[config.mk]
export PLATFORM = sky130hd
export DESIGN_NAME = arp_cache_table
export DESIGN_NICKNAME = d
export VERILOG_FILES = /design/src/sv/arpc_pkg.sv /design/src/sv/arp_cache_table.sv
export SDC_FILE = /design/constraint.sdc
export NUM_CORES = 1
export LEC_CHECK = 0
export CAP_MARGIN = 10
export CORE_MARGIN = 5
export CORE_UTILIZATION = 60
export DETAILED_ROUTE_END_ITERATION = 8
export DONT_BUFFER_PORTS = 1
export GPL_TIMING_DRIVEN = 0
export PLACE_DENSITY = 0.75
export SLEW_MARGIN = 20
export SYNTH_ARGS = -nofsm -noshare
export SYNTH_HDL_FRONTEND = slang
export SYNTH_SLANG_ARGS = --single-unit
[constraint.sdc]
create_clock -name clk -period 6.8 [get_ports clk]
set_input_delay 0.68 -clock clk [delete_from_list [all_inputs] [get_ports clk]]
set_output_delay 0.68 -clock clk [all_outputs]
set_load 0.1 [all_outputs]
[src/sv/arpc_pkg.sv]
// Package with shared types, codes and defaults of the ARP cache table.
`timescale 1ns / 1ps
`default_nettype none

package arpc_pkg;

    localparam int ENTRIES_DEFAULT = 16;
    localparam int IP_W = 32;
    localparam int MAC_W = 48;
    localparam int CMD_W = 2;
    localparam int STATUS_W = 3;
    localparam int S_DATA_W = IP_W + MAC_W;
    localparam int M_DATA_W = MAC_W;

    typedef enum logic [CMD_W-1:0] {
        CMD_LEARN  = 2'd0,
        CMD_LOOKUP = 2'd1,
        CMD_CLEAR  = 2'd2
    } cmd_t;

    typedef enum logic [STATUS_W-1:0] {
        STAT_INSERTED = 3'd0,
        STAT_PRESENT  = 3'd1,
        STAT_FULL     = 3'd2,
        STAT_HIT      = 3'd3,
        STAT_MISS     = 3'd4,
        STAT_CLEARED  = 3'd5
    } status_t;

    typedef struct packed {
        logic [IP_W-1:0]  ip;
        logic [MAC_W-1:0] mac;
    } entry_t;

endpackage

`default_nettype wire

[src/sv/arp_cache_table.sv]
// ARP cache table: IPv4 to hardware address map held in a slot memory.
//
// The input stream carries one command per beat: s_tuser selects learn,
// lookup or clear, and s_tdata holds the IPv4 and hardware addresses.
// Every input beat produces exactly one output beat: m_tuser carries the
// status and m_tdata the stored hardware address on a lookup hit.
// Learned entries fill the slot memory in arrival order; slots below the
// fill count are the valid ones, so a clear only resets that count.
// A learn or lookup scans the occupied slots through the registered memory
// read port, one slot per cycle; a clear or an unused code goes straight
// from acceptance to the finish state.
// The scan of the memory sets the rate: one item is worked on at a time.
// The result sits in an output register, so a new beat is accepted while
// an earlier result still waits. When the receiver stalls, a second result
// waits in the finish state and input acceptance stops until it moves.
// Reset empties the table and the output register at once; no clearing
// pass over the memory is needed.
`timescale 1ns / 1ps
`default_nettype none

module arp_cache_table #(
    parameter int ENTRIES = arpc_pkg::ENTRIES_DEFAULT
) (
    input  wire logic                          clk,
    input  wire logic                          rst_n,
    input  wire logic                          s_tvalid,
    output logic                               s_tready,
    // Fields from bit 0: ip_addr[31:0], hw_addr[79:32].
    input  wire logic [arpc_pkg::S_DATA_W-1:0] s_tdata,
    // Fields from bit 0: command[1:0].
    input  wire logic [arpc_pkg::CMD_W-1:0]    s_tuser,
    output logic                               m_tvalid,
    input  wire logic                          m_tready,
    // Fields from bit 0: mac_out[47:0].
    output logic [arpc_pkg::M_DATA_W-1:0]      m_tdata,
    // Fields from bit 0: status[2:0].
    output logic [arpc_pkg::STATUS_W-1:0]      m_tuser
);

    import arpc_pkg::*;

    localparam int AW = (ENTRIES > 1) ? $clog2(ENTRIES) : 1;
    localparam int CW = $clog2(ENTRIES + 1);
    localparam logic [CW-1:0] FULL_COUNT = CW'(ENTRIES);

    typedef enum logic [1:0] {
        ST_IDLE,
        ST_SCAN,
        ST_DONE
    } state_t;

    state_t              state_reg, state_next;
    logic [CW-1:0]       fill_reg, fill_next;
    logic [CW-1:0]       issue_reg, issue_next;
    logic                cmp_vld_reg, cmp_vld_next;
    logic [CMD_W-1:0]    cmd_reg, cmd_next;
    logic [IP_W-1:0]     ip_reg, ip_next;
    logic [MAC_W-1:0]    mac_reg, mac_next;
    status_t             res_status_reg, res_status_next;
    logic [MAC_W-1:0]    res_mac_reg, res_mac_next;
    logic                out_valid_reg, out_valid_next;
    status_t             out_status_reg, out_status_next;
    logic [MAC_W-1:0]    out_mac_reg, out_mac_next;

    entry_t              mem [ENTRIES];
    entry_t              rd_data_reg;
    logic                rd_en;
    logic [AW-1:0]       rd_addr;
    logic                wr_en;
    logic                match;
    logic                more;

    assign s_tready = (state_reg == ST_IDLE);
    assign m_tvalid = out_valid_reg;
    assign m_tdata  = out_mac_reg;
    assign m_tuser  = out_status_reg;

    assign more    = (issue_reg < fill_reg);
    assign rd_en   = (state_reg == ST_SCAN) && more;
    assign rd_addr = issue_reg[AW-1:0];
    assign match   = cmp_vld_reg && (rd_data_reg.ip == ip_reg);

    always_ff @(posedge clk)
    begin
        if (wr_en)
        begin
            mem[fill_reg[AW-1:0]] <= '{ip: ip_reg, mac: mac_reg};
        end
        if (rd_en)
        begin
            rd_data_reg <= mem[rd_addr];
        end
    end

    always_comb
    begin
        state_next      = state_reg;
        fill_next       = fill_reg;
        issue_next      = issue_reg;
        cmp_vld_next    = 1'b0;
        cmd_next        = cmd_reg;
        ip_next         = ip_reg;
        mac_next        = mac_reg;
        res_status_next = res_status_reg;
        res_mac_next    = res_mac_reg;
        out_valid_next  = out_valid_reg && !m_tready;
        out_status_next = out_status_reg;
        out_mac_next    = out_mac_reg;
        wr_en           = 1'b0;

        unique case (state_reg)
            ST_IDLE:
            begin
                if (s_tvalid)
                begin
                    cmd_next     = s_tuser;
                    ip_next      = s_tdata[IP_W-1:0];
                    mac_next     = s_tdata[S_DATA_W-1:IP_W];
                    res_mac_next = '0;
                    issue_next   = '0;
                    unique case (s_tuser)
                        CMD_LEARN, CMD_LOOKUP:
                        begin
                            state_next = ST_SCAN;
                        end
                        CMD_CLEAR:
                        begin
                            fill_next       = '0;
                            res_status_next = STAT_CLEARED;
                            state_next      = ST_DONE;
                        end
                        default:
                        begin
                            res_status_next = STAT_MISS;
                            state_next      = ST_DONE;
                        end
                    endcase
                end
            end
            ST_SCAN:
            begin
                if (match)
                begin
                    state_next = ST_DONE;
                    if (cmd_reg == CMD_LOOKUP)
                    begin
                        res_status_next = STAT_HIT;
                        res_mac_next    = rd_data_reg.mac;
                    end
                    else
                    begin
                        res_status_next = STAT_PRESENT;
                    end
                end
                else if (!more)
                begin
                    state_next = ST_DONE;
                    if (cmd_reg == CMD_LOOKUP)
                    begin
                        res_status_next = STAT_MISS;
                    end
                    else if (fill_reg >= FULL_COUNT)
                    begin
                        res_status_next = STAT_FULL;
                    end
                    else
                    begin
                        wr_en           = 1'b1;
                        fill_next       = fill_reg + 1'b1;
                        res_status_next = STAT_INSERTED;
                    end
                end
                else
                begin
                    issue_next   = issue_reg + 1'b1;
                    cmp_vld_next = 1'b1;
                end
            end
            ST_DONE:
            begin
                if (!out_valid_reg || m_tready)
                begin
                    out_valid_next  = 1'b1;
                    out_status_next = res_status_reg;
                    out_mac_next    = res_mac_reg;
                    state_next      = ST_IDLE;
                end
            end
            default:
            begin
                state_next = ST_IDLE;
            end
        endcase
    end

    always_ff @(posedge clk or negedge rst_n)
    begin
        if (!rst_n)
        begin
            state_reg      <= ST_IDLE;
            fill_reg       <= '0;
            issue_reg      <= '0;
            cmp_vld_reg    <= 1'b0;
            out_valid_reg  <= 1'b0;
            out_status_reg <= STAT_MISS;
            out_mac_reg    <= '0;
        end
        else
        begin
            state_reg      <= state_next;
            fill_reg       <= fill_next;
            issue_reg      <= issue_next;
            cmp_vld_reg    <= cmp_vld_next;
            out_valid_reg  <= out_valid_next;
            out_status_reg <= out_status_next;
            out_mac_reg    <= out_mac_next;
        end
    end

    always_ff @(posedge clk)
    begin
        cmd_reg        <= cmd_next;
        ip_reg         <= ip_next;
        mac_reg        <= mac_next;
        res_status_reg <= res_status_next;
        res_mac_reg    <= res_mac_next;
    end

endmodule

`default_nettype wire

# Word-level counts from Yosys, hierarchy flattened
# Memory sizes are Yosys's and may differ from the RTL's. A register that Yosys moved wholly into a read port is not among the register bits.
# Cells that the tools add are included.
# W data, S select, Z words.
[word_totals] in_bits=86 word_cells=93 ramBits=1280 output_inout_bits=53 mem_count=1 register_bits=198
[op_classes] addsub=2 reduce_logical=17 n_eq_ne=18 n_lt_le_gt_ge=2 n_mux=41
[mem_list] memory="mem" words=16 word_bits=80 rd=1 rd_clocked_by_memory_dff=1 wr=1 line_no="arp_cache_table.sv:65" text="entry_t mem [ENTRIES];"
[ops] cell="$mux W48" count=3
[ops] cell="$pmux W48 S2" count=1
[ops] cell="$mux W5" count=9
[ops] cell="$eq A32 B32 Y1" count=1
[ops] cell="$pmux W5 S2" count=2
[ops] cell="$ne A2 B2 Y1 const B" count=9
[ops] cell="$mux W2" count=7
[ops] cell="$mux W1" count=12
[ops] cell="$mux W3" count=4
[ops] cell="$pmux W3 S2" count=2
[ops] cell="$reduce_and A4 Y1" count=3
[ops] cell="$add A5 B1 Y5 const B" count=2
[ops] cell="$reduce_and A7 Y1" count=1
[ops] cell="$eq A2 B1 Y1 const B" count=3
[ops] cell="$pmux W2 S3" count=1
[ops] cell="$ge A5 B5 Y1 const B" count=1
[ops] cell="$lt A5 B5 Y1" count=1
[ops] cell="$eq A2 B2 Y1 const B" count=2
[ops] cell="$logic_not A2 Y1" count=2
[ops] cell="$ne A2 B1 Y1 const B" count=2
[ops] cell="$reduce_and A2 Y1" count=2
[ops] cell="$logic_and A1 B1 Y1" count=3
[ops] cell="$ne A3 B3 Y1 const B" count=1
[ops] cell="$reduce_and A3 Y1" count=1
[ops] cell="4 further kinds" count=5

# Logic depth before layout (Yosys ltp)
# Gate-level depths: netlist of run 1.
[depth] word_depth=8 depth_mapped=11 depth_no_buf=8

# Least setup slack after synthesis of run 1
# Ideal clock, no wire load.
[synth_path] kind="register -> register" from="register state_reg[1]" to="memory mem[15][0] (netlist name) (enable)" t_arrival_ps=6557 setup_ps=448 stages_incl_launch_ff=10 path_buffers=2 setup_slack_ps=-204 t_required_ps=6352 synth_period_minus_slack_ps=7004 path_cell_list="dfrtp_1 -> nor2_1 -> nand2_2 -> inv_1 -> a32oi_1 -> nor2_4 -> and3_4 -> buf_6 -> buf_6 -> and3_1"
[synth_between] elab_chain_len=4
[synth_rtl] item="from (decl)" line_no="arp_cache_table.sv:52" text="state_t state_reg, state_next;"
[synth_rtl] item="from (signal assigned)" line_no="arp_cache_table.sv:210" text="state_reg <= state_next;"
[synth_rtl] item="$eq A2 B1 Y1" line_no="arp_cache_table.sv:111" text="unique case (state_reg)"
[synth_rtl] item="$mux W1" line_no="arp_cache_table.sv:111"
[synth_rtl] item="$mux W1" line_no="arp_cache_table.sv:85" text="if (wr_en)"
[synth_rtl] item="$mux W1 (implied by the code)" line_no="arp_cache_table.sv:87" text="mem[fill_reg[AW-1:0]] <= '{ip: ip_reg, mac: mac_reg};"
[synth_rtl] item="to (decl)" line_no="arp_cache_table.sv:65"
# Every way passes these cells.

# Final worst setup path of run 1
[layout_path] from="register state_reg[0]" to="memory mem[10][62] (netlist name) (enable)"
# The elaborated chain is that of the path after synthesis.

==> reports/metrics.yaml, run 1 <==
run_status: "finished, final reports clean"
dp_hpwl_um: 74350
ys_warn_count: 0
hp-class: "in2reg"
synth.ff_latch_count: 1558
syn_nets: 2406
place.gp.congestion: 0.7355
internal_power_mw: 17.16
grt_pass1_wl_um: 202400
pwr-share-clk: 0.340
multiInputGateArea_sq_mm: 0.01105
drive_above_1_share: 0.2937
r2r-start: "state_reg[0]"
timing.final.ws_setup_ns: 2.312
synth_cells: 2311
worst_slew_pin_slew_ns: 1.215
synth_area_leaders: "edfxtp_1 (77%), mux4_2 (16%), dfrtp_1 (2.8%), mux2_2 (1.0%), and2_1 (0.53%)"
max-slew-margin-rel: 0.1902
clock-sinks: 1558
die-area_sq_mm: 0.1030
drtIter0Drc: 4198
dpl-instance-area_sq_mm: 0.06066
drt.antenna.violating_nets: 0
cp.arrival_ns: 4.89
endpoint: "mem[10][62]"
path_delay_family: "simple AND/OR/NAND/NOR gates"
final_common_cell: "edfxtp_1"
synthArstFlopShare: 0.04172
grt_antenna_before_repair: 10
power_mw: 23.72
route.detailed.drc: 0
rsz0062_at_grt: "no"
cts_resized: 0
rows: 114
ff2ff_path_depth: 11
netSwitchingPower_mw: 6.567
yosysTopAreaCell: "edfxtp_1"
stdcell_count: 3954
syn_area_sq_mm: 0.05801
grt_pass1_vias: 28250
vias: 26980
gr-total-overflow: 0
core_area_sq_mm: 0.09628
hold_depth: 0
yosysSeqAreaShare: 0.8010
dp.cells: 3629
final_cell_area_sq_mm: 0.06597
wire_per_inst_um: 35.96
start_util: 0.6025
io-pin-count: 139
swShare: 0.2768
final_net_count: 2656
worstPathRequired_ns: 7.21
skew_ns: 0.02879
critPathMaxStageDelay_ns: 0.66
drt-total-wl_um: 142200
fmax_ghz: 0.2228
insertion_delay_ns: 0.75
clk_path_buf_depth: 3
maxSlewViolCount: 0
synth_edf_count: 1493
avgSynthCellArea_sq_um: 25.10
cts_buffers: 149
detail_route.vias_per_cell: 6.824
ir_drop_mv: 0.3970
fin_crit_sh: 0.6600
gr-usage-all-layers: 0.2791
holdWs_ns: 0.03730
post-place-ws_ns: 2.447
largest_reg_flops: 1280
crit_cells: 11
final_cell_mix: "edfxtp_1 (1493), mux4_2 (400), clkbuf_16 (154)"
cts_tree: "yes"
cts_setup_buffers: 0
crit_path_max_fanout: 38
cpMaxStageDelayCell: "nor2_4"
crit_type: "reg2reg"
timing.setup.tns_ns: 0
ys.flop_type: "edfxtp_1"
maxCapViolCount: 0
combPwrFrac: 0.104
fp.dieW_um: 320.9
drt_pass1_iterations: 5
crit_chain: "nor2_4 > nand2_2 > inv_6 > a32oi_1 > nor2_4 > and3_4 > buf_6 > buf_6 > and3_4 > buf_16 > buf_16"
r2r_setup_slack_ns: 2.31
die_y_um: 320.9
fillers: 5463
timing.rr.end: "mem[10][62]"
h-tree-depth: 4
setup_viol: 0
cts.root.buffer_cell: "clkbuf_16"
ys_types: 52
synth_top_area_frac: 0.7729
p_leak_nw: 20.52
grt_max_degree: 88
portBuffers: 0
cp_num_buf_inv: 5
hold_violations: 0
final_util: 0.6852
p_per_area_mw_per_mm2: 359.6
crit_start: "state_reg[0]"
regArea_sq_mm: 0.04646
end_kind: "flip-flop"
syn_to_final_growth_pct: 13.73
hold_start: "s_tdata[24]"
seqPwrFrac: 0.556
path_clk_slew_ns: 0.06
worstSetupStartpointType: "flip-flop"
layout_min_cycle_time_ns: 4.488
==> logic make-up after synthesis <==
kind of cell               synth area share
DFF                                  0.8010
muxes                                0.1659
and+or+nand+nor                     0.01368
buffers and inverters               0.01022
xor gates and xnor gates           0.004379
AOI/OAI and AO/OA                  0.002869
adders and majority gates          0.001941
==> power by group through the flow <==
stage	clock network, mW	logic (mW)	registers [mW]
6_report	8.06	2.48	13.2
3_5_place_dp	0	2.38	13.4
5_1_grt	8.57	2.59	13.3
2_1_floorplan	0	1.64	13.1
3_3_place_gp	0	2.24	13.3
4_1_cts	8.12	2.49	13.2
==> layout make-up <==
| cell class | instances | share of cell area |
|---|---|---|
| Antenna cell | 5 | 0.0001897 |
| Buffer | 105 | 0.008649 |
| Tap cell | 1276 | 0.02420 |
| Clock inverter | 73 | 0.009730 |
| Inverter | 10 | 0.0006449 |
| Sequential cell | 1558 | 0.7043 |
| Clock buffer | 190 | 0.06153 |
| Timing Repair Buffer | 99 | 0.02327 |
| Multi-Input combinational cell | 638 | 0.1675 |
==> layer usage <==
layer | part of all wire | wire length [um] | up-vias | track usage
li1 | - | - | 10380 | -
met1 | 0.34 | 48310 | 14300 | 0.3701
met2 | 0.52 | 73240 | 1970 | 0.4735
met3 | 0.11 | 15750 | 331 | 0.05996
met4 | 0.034 | 4849 | 2 | 0.09090
met5 | 0.00011 | 15 | - | 0
==> timing repair <==
action	in CTS	in global routing
hold endpoints to repair	119	0
hold buffers	56	0
endpoints found under the setup margin	0	0
==> worst reg2reg max path: stages (launching register included) <==
cell and delay (ns):
dfrtp_1 0.46, nor2_4 0.66, nand2_2 0.34, inv_6 0.50, a32oi_1 0.19, nor2_4 0.20
and3_4 0.21, buf_6 0.15, buf_6 0.17, and3_4 0.59, buf_16 0.35, buf_16 0.29
==> cells in the mapped netlist, drive strengths merged, types with 2 or more instances <==
cell       n
a22o       3
nor2b      4
and2      50
a21oi      5
nand2     12
nor4       2
o21ai      2
mux2      53
mux2i      2
nor2       9
dfrtp     64
nor3       3
nand2b     8
clkbuf    49
inv        9
nand4     11
xnor2     29
buf       56
nand3      5
and3      19
ha         9
mux4     400
edfxtp  1493
==> worst min path at each step <==
stage / end / slack, ns
after CTS: mac_reg[15] / 0.0003
after global placement: m_tdata[40] / 0.39
after global routing: mac_reg[43] / 0.008
after detailed placement: m_tdata[40] / 0.39
after floorplan: cmp_vld_reg / 0.38
final: ip_reg[24] / 0.04
Power figures use the tool's default switching activity.
==> inputs of run 2 (changes only) <==
--- a/config.mk
+++ b/config.mk
@@ -7,11 +7,11 @@
 export LEC_CHECK = 0
 export CAP_MARGIN = 10
 export CORE_MARGIN = 5
-export CORE_UTILIZATION = 60
+export CORE_UTILIZATION = 57
 export DETAILED_ROUTE_END_ITERATION = 8
 export DONT_BUFFER_PORTS = 1
 export GPL_TIMING_DRIVEN = 0
-export PLACE_DENSITY = 0.75
+export PLACE_DENSITY = 0.74
 export SLEW_MARGIN = 20
 export SYNTH_ARGS = -nofsm -noshare
 export SYNTH_HDL_FRONTEND = slang
==> constraint.sdc (replaced) <==
create_clock -name clk -period 3.65 [get_ports clk]
set_input_delay 0.365 -clock clk [delete_from_list [all_inputs] [get_ports clk]]
set_output_delay 0.365 -clock clk [all_outputs]
set_load 0.1 [all_outputs]
==> reports/metrics.yaml, run 2 (synthesis gave the netlist of run 1 again) <==
skew_ns: 0.03214  # +0.003351 ns
timing.rr.end: "mem[0][44]"
path_delay_family: "simple AND/OR/NAND/NOR gates"
r2r_setup_slack_ns: -0.01  # -2.32 ns
drive_above_1_share: 0.3042  # +0.01054
worstSetupStartpointType: "flip-flop"
route.detailed.drc: 0  # unchanged
fin_crit_sh: 1.003  # +0.3429
maxSlewViolCount: 0  # unchanged
portBuffers: 0  # unchanged
crit_type: "reg2reg"
dp_hpwl_um: 73210  # -1.5%
power_mw: 45.11  # +90%
routed-wl-met3_um: 15590  # -1.0%
max-slew-margin-rel: 0.2382  # +0.04799
hold_start: "s_tuser[1]"
critPathMaxStageDelay_ns: 0.65  # about the same
syn_to_final_growth_pct: 15.51
die-area_sq_mm: 0.1082  # +5.1%
crit_cells: 11  # unchanged
r2r-start: "ip_reg[27]"
ir_drop_mv: 0.5980  # +51%
io-pin-count: 139  # unchanged
fillers: 6029  # +10%
clk_path_buf_depth: 3  # unchanged
cts.root.buffer_cell: "clkbuf_16"
final_common_cell: "edfxtp_1"
p_per_area_mw_per_mm2: 673.2  # +87%
drtIter0Drc: 3437  # -18%
gr-total-overflow: 0  # unchanged
place.gp.congestion: 0.7379  # +0.33%
vias: 26740  # -0.90%
gr-usage-all-layers: 0.2593  # -0.01980
start_util: 0.5718  # -0.03070
largest_reg_flops: 1280  # unchanged
violations: "negative setup slack"
crit_path_max_fanout: 31  # -18%
setup_viol: 3  # +3
die_y_um: 329.0  # +2.5%
endpoint: "mem[0][44]"
worst_slew_pin_slew_ns: 1.143  # -0.07198 ns
cpMaxStageDelayCell: "edfxtp_1"
layout_min_cycle_time_ns: 3.661  # -0.8273 ns
drt_pass1_iterations: 5  # unchanged
ff2ff_path_depth: 11  # unchanged
rows: 117  # +2.6%
fmax_ghz: 0.2732  # +23%
h-tree-depth: 4  # unchanged
insertion_delay_ns: 0.75  # about the same
met1_length_um: 47910  # -0.81%
timing.final.ws_setup_ns: -0.01069  # -2.323 ns
run_status: "complete, but fails checks"
wire_per_inst_um: 34.02  # -5.4%
cts_tree: "yes"
grt_antenna_before_repair: 10  # unchanged
final_cell_mix: "edfxtp_1 (1493), mux4_2 (400), clkbuf_16 (159)"
crit_start: "ip_reg[27]"
clock-sinks: 1558  # unchanged
fp.dieW_um: 329.0  # +2.5%
drt-total-wl_um: 140300  # -1.3%
holdWs_ns: 0.09550  # +0.05820 ns
grt_pass1_vias: 27840  # -1.5%
routed-wl-met2_um: 71990  # -1.7%
maxUsedRoutingLayer: "met5"
hp-class: "in2reg"
grt_pass1_wl_um: 197500  # -2.4%
end_kind: "flip-flop"
cts_buffers: 153  # +2.7%
drt.antenna.violating_nets: 0  # unchanged
cp.arrival_ns: 4.11  # -0.78 ns
path_clk_slew_ns: 0.06  # about the same
grt_max_degree: 88  # unchanged
detail_route.vias_per_cell: 6.486  # -5.0%
p_leak_nw: 21.02  # +2.4%
crit_chain: "xnor2_1 > nand4_1 > nor4_4 > buf_4 > nand3_2 > and3_4 > buf_6 > buf_6 > and3_4 > buf_16 > buf_16"
hold_violations: 0  # unchanged
final_util: 0.6605  # -0.02473
worstPathRequired_ns: 4.10  # -3.11 ns
final_net_count: 2714  # +2.2%
cp_num_buf_inv: 5  # unchanged
core_area_sq_mm: 0.1014  # +5.4%
maxCapViolCount: 0  # unchanged
-- run 2: timing repair --
item | CTS | global route
hold endpoints to repair | 153 | 0
hold buffers | 87 | 0
pin swaps | 2 | 3
setup buffers | 8 | 9
resized for setup | 3 | 4
cloned | 6 | 5
endpoints found under the setup margin | 1112 | 455
-- run 2: area by class of cell --
cell class,count,area (sq um),share of cell area
flip-flops and latches,1558,46460,0.6934
diodes,7,17.52,0.0002614
repair buffers,143,1971,0.02941
inverters,10,41.29,0.0006162
clock inverters,96,947.2,0.01414
clock buffers,188,4116,0.06144
plain buffers,105,578.1,0.008627
multi-input cells,648,11160,0.1665
well taps,1368,1712,0.02555
-- run 2: routing by layer --
metal / global-route usage / vias up
met5: 0 / -
met4: 0.08434 / 4
met3: 0.05922 / 292
met2: 0.4414 / 1775
met1: 0.3388 / 14110
li1: - / 10560
-- run 2: power breakdown --
part / total [mW] / internal, mW / switching (mW) / leakage (nW)
Sequential: 24.5 / 21.3 / 3.25 / 14.3
Combinational: 4.75 / 2.19 / 2.56 / 4.24
Clock: 15.8 / 9.25 / 6.56 / 2.48
Total: 45.1 / 32.7 / 12.4 / 21.0
-- run 2: worst reg2reg max path: stages (launching register included) --
cell and delay, ns:
edfxtp_1 0.65, xnor2_1 0.51, nand4_1 0.23, nor4_4 0.31, buf_4 0.20, nand3_2 0.19
and3_4 0.27, buf_6 0.15, buf_6 0.18, and3_4 0.21, buf_16 0.19, buf_16 0.25
-- run 2: how the worst min path moves through the flow --
| stage | endpoint | slack (ns) | depth (start not counted) |
|---|---|---|---|
| final | res_status_reg[0] | 0.1 | 3 |
| after global routing | res_status_reg[0] | 0.08 | 3 |
| after CTS | res_status_reg[0] | 0.05 | 3 |
| after detailed placement | m_tdata[39] | 0.07 | 0 |
| after global placement | m_tdata[39] | 0.07 | 0 |
| after floorplan | cmp_vld_reg | 0.07 | 0 |
-- run 2: stage by stage --
stage	cells	setup TNS, ns	setup slack [ns]	area, sq um
after detailed placement	3717	-224.22	-0.5497	60780
after floorplan	2311	-238.04	-0.2294	58110
after global placement	3679	-2684.63	-2.093	59830
after global routing	4119	-0.1255	-0.01508	66990
after CTS	4102	-1.591	-0.06547	66860
final	4123	-0.01452	-0.01069	67000
